==> src/rtl/glmr_pkg.sv <==
`timescale 1ns / 1ps
// ----------------------------------------------------------------------------
// glmr_pkg
// Shared types and constants of the gaussian line model residual core.
// ----------------------------------------------------------------------------
package glmr_pkg;

	typedef enum logic [2:0] {
		REG_TAU   = 3'd0,
		REG_VC    = 3'd1,
		REG_SIGMA = 3'd2,
		REG_TEX   = 3'd3,
		REG_FREQ  = 3'd4,
		REG_WLO   = 3'd5,
		REG_WHI   = 3'd6
	} glmr_reg_t;

	typedef struct packed {
		logic [31:0] peak_optical_depth;
		logic [31:0] line_center_velocity;
		logic [31:0] line_width;
		logic [31:0] excitation_temp;
		logic [31:0] frequency_khz;
		logic [31:0] window_low;
		logic [31:0] window_high;
	} glmr_cfg_t;

	// classified channel handed from front to back
	typedef struct packed {
		logic [31:0] observed_temp;
		logic [32:0] mag;
		logic        in_window;
		logic        rejected;
		logic        last;
	} glmr_item_t;

	localparam logic [31:0] RST_TAU   = 32'h0000_0000;
	localparam logic [31:0] RST_VC    = 32'h0000_0000;
	localparam logic [31:0] RST_SIGMA = 32'h0001_0000;
	localparam logic [31:0] RST_TEX   = 32'h000A_0000;
	localparam logic [31:0] RST_FREQ  = 32'h0000_0000;
	localparam logic [31:0] RST_WLO   = 32'hFF9C_0000;
	localparam logic [31:0] RST_WHI   = 32'h0064_0000;

	localparam logic [32:0] ONE32    = 33'h1_0000_0000;
	localparam logic [62:0] SUM_MAX  = {63{1'b1}};
	localparam logic [30:0] EXP_M1   = 31'd1580030169;
	localparam logic [31:0] HK_KHZ   = 32'd3458199341;
	localparam logic [32:0] DIV3_REC = 33'd5726623061;
	localparam logic [31:0] AMP_MAX  = 32'h7FFF_FFFF;
	localparam int          EXP_K_MAX = 23;
	localparam int          GAUSS_LIM = 7;
	localparam int          DIV_STEPS = 65;
	localparam int          EXP_TERMS = 12;
	localparam int          FIFO_DEPTH = 2;

	// floor(2^32 / n) for the series terms
	function automatic logic [32:0] rec_n(input logic [3:0] n);
		logic [32:0] r;
		case (n)
			4'd1:    r = 33'd4294967296;
			4'd2:    r = 33'd2147483648;
			4'd3:    r = 33'd1431655765;
			4'd4:    r = 33'd1073741824;
			4'd5:    r = 33'd858993459;
			4'd6:    r = 33'd715827882;
			4'd7:    r = 33'd613566756;
			4'd8:    r = 33'd536870912;
			4'd9:    r = 33'd477218588;
			4'd10:   r = 33'd429496729;
			4'd11:   r = 33'd390451572;
			4'd12:   r = 33'd357913941;
			default: r = 33'd0;
		endcase
		return r;
	endfunction

endpackage

==> src/rtl/glmr_fifo.sv <==
`timescale 1ns / 1ps
// ----------------------------------------------------------------------------
// glmr_fifo
// Short request queue between the front and back ends.
// ----------------------------------------------------------------------------
module glmr_fifo (
	input  logic                 clk,
	input  logic                 arst_n,
	input  logic                 push,
	input  glmr_pkg::glmr_item_t push_data,
	output logic                 full,
	input  logic                 pop,
	output glmr_pkg::glmr_item_t pop_data,
	output logic                 empty
);
	import glmr_pkg::*;

	localparam int PTR_W = $clog2(FIFO_DEPTH);

	glmr_item_t       mem_q [FIFO_DEPTH];
	logic [PTR_W-1:0] wr_ptr_q;
	logic [PTR_W-1:0] rd_ptr_q;
	logic [PTR_W:0]   cnt_q;

	assign full     = (cnt_q == (PTR_W+1)'(FIFO_DEPTH));
	assign empty    = (cnt_q == '0);
	assign pop_data = mem_q[rd_ptr_q];

	always_ff @(posedge clk) begin
		if (push) mem_q[wr_ptr_q] <= push_data;
	end

	always_ff @(posedge clk or negedge arst_n) begin
		if (!arst_n) begin
			wr_ptr_q <= '0;
			rd_ptr_q <= '0;
			cnt_q    <= '0;
		end else begin
			if (push) wr_ptr_q <= (wr_ptr_q == PTR_W'(FIFO_DEPTH-1)) ? '0 : wr_ptr_q + 1'b1;
			if (pop)  rd_ptr_q <= (rd_ptr_q == PTR_W'(FIFO_DEPTH-1)) ? '0 : rd_ptr_q + 1'b1;
			if (push && !pop)      cnt_q <= cnt_q + 1'b1;
			else if (pop && !push) cnt_q <= cnt_q - 1'b1;
		end
	end

	a_no_overflow: assert property (@(posedge clk) disable iff (!arst_n)
		!(push && full && !pop)) else $error("request queue overflow");

endmodule

==> config.mk <==
export PLATFORM = sky130hd
export DESIGN_NAME = glmr_fifo
export DESIGN_NICKNAME = d
export VERILOG_FILES = /design/src/rtl/glmr_pkg.sv /design/src/rtl/glmr_fifo.sv
export SDC_FILE = /design/constraint.sdc
export NUM_CORES = 1
export LEC_CHECK = 0
export BUFFER_PORTS_ARGS = -buffer_cell sky130_fd_sc_hd__buf_4
export CAP_MARGIN = 5
export CORE_UTILIZATION = 30
export CTS_CLUSTER_DIAMETER = 120
export DETAILED_ROUTE_END_ITERATION = 16
export GPL_TIMING_DRIVEN = 0
export PLACE_DENSITY = 0.6
export RECOVER_POWER = 50
export SLEW_MARGIN = 40
export SYNTH_ARGS = -nofsm -noshare
export SYNTH_HDL_FRONTEND = slang
export SYNTH_SLANG_ARGS = --single-unit
==> constraint.sdc <==
create_clock -name clk -period 5.3 [get_ports clk]
set_input_delay 1.06 -clock clk [delete_from_list [all_inputs] [get_ports clk]]
set_output_delay 1.06 -clock clk [all_outputs]
set_load 0.01 [all_outputs]
Word-level counts from Yosys, hierarchy flattened:

Memory sizes are Yosys's and may differ from the RTL's.
Cells that the tools add are included.

* mux-type cells: 6
* reductions and logical operators: 6
* $add $sub $neg: 4
* eq/ne operators: 1

Operators with widths (count)
* 2-to-1 mux 1 bit: 4
* 2-to-1 mux 2 bit: 2
* adder 1 bit, second input constant: 2
* adder 2 x 1 -> 2 bit, second input constant: 1
* == test 2 bit, second input constant: 1
* logical AND 1 bit: 2
* zero test 1 bit: 2
* zero test 2 bit: 1
* nonzero test 2 bit: 1
* subtractor 2 x 1 -> 2 bit, second input constant: 1

* register bits: 4
* bits of input ports: 72
* memory bits (writable): 136
* memories: 1
* output and inout bits: 70
* word-level logic and storage cells: 21

Memories
* mem_q: depth 2, width 68, rd ports 1, clocked after Yosys merged registers in 0, wr ports 1, RTL line glmr_fifo.sv:20 `glmr_item_t mem_q [FIFO_DEPTH];`

Logic depth before layout (Yosys ltp):

* depth in word-level cells: 4
* depth in mapped cells: 5
* gate-level depth less buffers: 5

Worst setup path before layout:

Ideal clock, no wire load.

* path kind: input port to flip-flop
* start point: input port push
* end point: memory mem_q[0][0] (netlist bit), enable pin
* setup slack: 0.752 ns
* stages: 1
* data required time: 4.797 ns
* arrival time: 4.045 ns
* buffers on the path: 0
* path through: nor2b_1

* word-level cells in the longest chain between the ends: 2

RTL lines
* start: declaration: RTL line glmr_fifo.sv:9 `input logic push,`
* 2-to-1 mux 1 bit: RTL line glmr_fifo.sv:30 `if (push) mem_q[wr_ptr_q] <= push_data;`
* 2-to-1 mux 1 bit (implied by the code): RTL line glmr_fifo.sv:30
* end: declaration: RTL line glmr_fifo.sv:20

No other way between the ends.

Worst setup path after layout:

* start point: input port push
* end point: memory mem_q[1][29] (netlist bit), enable pin

Same word-level chain as after synthesis.

==> reports/summary.txt <==
Hold buffer count at cts - 0
Width of the die - 133 um
HPWL after detailed placement - 6.59 mm
Setup TNS - 0 ps
Detailed-route DRC error count - 0
Number of iterations in the first detailed-routing pass - 4
Total congestion overflow after global routing - 0
Setup violators final - 0
Standard cell core area - 16,600 um^2
Final weighted congestion in routability-driven placement - 0.689
Antenna Diode Count - 0
Worst-Margin Slew - 2330 ps
Portion of the post-synthesis area used by sequential elements - 81.5%
CTS resizes - 0
Post-Synthesis Mean Instance Area - 22.5 um^2
Port buffer count - 141
Max-Cap Viols - 1
Slowest-stage cell, CP - and2_0
Site row count - 47
Number of cells on the worst reg-to-reg path - 2
Type of origin of the critical path - input pin
First-pass GRT wire length - 15.0 mm
Number of standard cells in the final layout excluding fillers - 625
Post-CTS setup-driven buffer insertion count - 0
Relative area change from synthesis to final layout - 37.4%
Max incr delay on CP - 1730 ps
Slew Limit Headroom - -55.7%
Via count - 2,650
Iteration-0 DRC Markers - 117
Worst-path maximum fanout - 37
Routed vias/inst - 4.24
Worst path setup slack after routing - 2090 ps
Clock tree from TritonCTS - done
Floorplan die area - 17,600 um^2
Routed len/inst - 15.4 um
Failing checks - max-capacitance violations, max-slew violations
Number of cells in the design after placement - 594
PD cells - 539 nW/um^2
Number of ports placed on the die boundary - 142
CTS Buf Count - 17
Root buffer cell - clkbuf_16
Count of final hold-check violations - 0
Multi-input logic area - 886 um^2
Number of antenna violations at the first check in global routing - 0
Post-Synthesis Net Count - 301
Clock-pin slew reported for the worst setup and hold paths after clock tree synthesis - 60 ps
Required time reported for the critical path endpoint - 5390 ps
Min cycle time layout - 3210 ps
Longest Clk Path Bufs - 2
Layout cell share with drive strength beyond 1 - 56.0%
Summed instance area of the synthesized netlist - 5140 um^2
Post-route clock period utilization - 60.5%
Slack of the worst reg-to-reg path - 2530 ps
Reg area - 4180 um^2
Clock insertion delay at the later pin of the skew report - 400 ps
Utilization after layout - 42.4%
Pre-CTS setup slack - 2920 ps
Kind of critical path - input pin to flip-flop
Count of state elements after synthesis - 140
Outcome - finished with violations
Number of nets in the final layout - 466
Max Transition Viols Final - 32
Min Hold Slack - 484 ps
Count of unique library cells instantiated by Yosys - 14
Syn. warnings - 0
Fill count - 1,508
GRT Resource Usage Total - 11.5%
Number of global-route vias before repair - 2,926
Y dimension of the die - 133 um
Lkg Pwr - 2.63 nW
H-tree Lvls - 4
Setup crit end kind - flip-flop
Worst supply voltage drop on vdd - 268 uV
Arr. time, crit path - 3300 ps
Routed Antenna Nets - 0
Gate Count Post-Synth - 228
Critical path, cell by cell - clkbuf_1 > and2_0 > buf_12
Initial standard-cell utilization of the core - 30.9%
Unrepaired setup endpoints after global routing - no
Largest net degree at the start of global routing - 38
Hold WC Path Type - input pin to async pin
Post-detailed-routing wire length - 9.62 mm
Clock tree skew after final layout - 4.76 ps
CTS sink cnt - 140
Max Clk Rate - 312 MHz
## cell type report
cell class	count	area share [%]
sequential	140	59.3
timing repair buffer	146	15.7
multi-input combinational	79	12.6
clock buffer	20	6.19
tap	220	3.90
clock inverter	11	1.45
buffer	8	0.869
inverter	1	0.0532
## metal layers
layer  global-route usage (%)  share of wire (%)  vias up
li1                         -                  -     1236
met1                     12.9                 41     1316
met2                     19.1                 51       90
met3                     5.06                7.5        8
met4                     4.98                1.4        0
met5                        0                  0        -
## Yosys cell counts, drive strengths merged
cell type  instances  area (um^2)
dfrtp              4          100
buf                8         62.6
xnor2              1         8.76
and2               1         6.26
nor2b              2         12.5
xor2               4         35.0
inv                1         3.75
mux2              68          803
ha                 1         12.5
nor2               2         7.51
edfxtp           136         4080
## power by group
group / switching (mW) / internal, mW
Combinational: 0.548 / 0.642
Sequential: 0.0507 / 1.47
Clock: 0.412 / 0.679
Total: 1.01 / 2.79
## per-stage QoR
stage	total power [mW]	area, um^2
after global placement	2.73	6470
after CTS	3.89	7140
final	3.80	7060
after detailed placement	2.78	6600
after floorplan	2.20	5140
after global routing	4.00	7060
## worst paths after layout
check                                           from                      to
worst min-delay path                          arst_n    rd_ptr_q$_DFFE_PN0P_
worst min register to register  wr_ptr_q$_DFFE_PN0P_    wr_ptr_q$_DFFE_PN0P_
worst max register to register  wr_ptr_q$_DFFE_PN0P_  mem_q[1][29]$_DFFE_PP_
min in group clk                wr_ptr_q$_DFFE_PN0P_    wr_ptr_q$_DFFE_PN0P_
max in group asynchronous                     arst_n    cnt_q[0]$_DFFE_PN0P_
worst max-delay path                            push  mem_q[1][29]$_DFFE_PP_
## flip-flops by register name (all words and copies together), names as in the netlist
register  cells
cnt_q         2
rd_ptr_q      1
wr_ptr_q      1
mem_q       136
## cell families (layout without fill, tap and decap cells)
kind of cell | Yosys count | in the layout | share of synthesized area (%)
flops | 140 | 140 | 81.5
mux | 68 | 68 | 15.6
buf+inv | 9 | 186 | 1.29
xor+xnor | 5 | 5 | 0.853
simple gates | 5 | 5 | 0.512
fa+ha+maj | 1 | 1 | 0.244
## placed cells by master, fill, tap and decap left out, types with 2 or more instances in the layout
cell type and n:
buf_6 2, buf_8 2, mux2_4 10, nor2b_1 2, clkbuf_4 52, xor2_1 4
clkinv_2 4, buf_4 71, bufinv_16 2, mux2_2 58, buf_2 4, clkbuf_16 17
edfxtp_1 136, buf_16 3, clkinv_1 4, nor2_1 2, clkbuf_1 22, dfrtp_1 4
## worst max-delay path: cells and delay by family
kind,cells,cell delay [ps]
buffers and inverters,2,480
AND/OR/NAND/NOR,1,1730
Power figures use the tool's default switching activity.
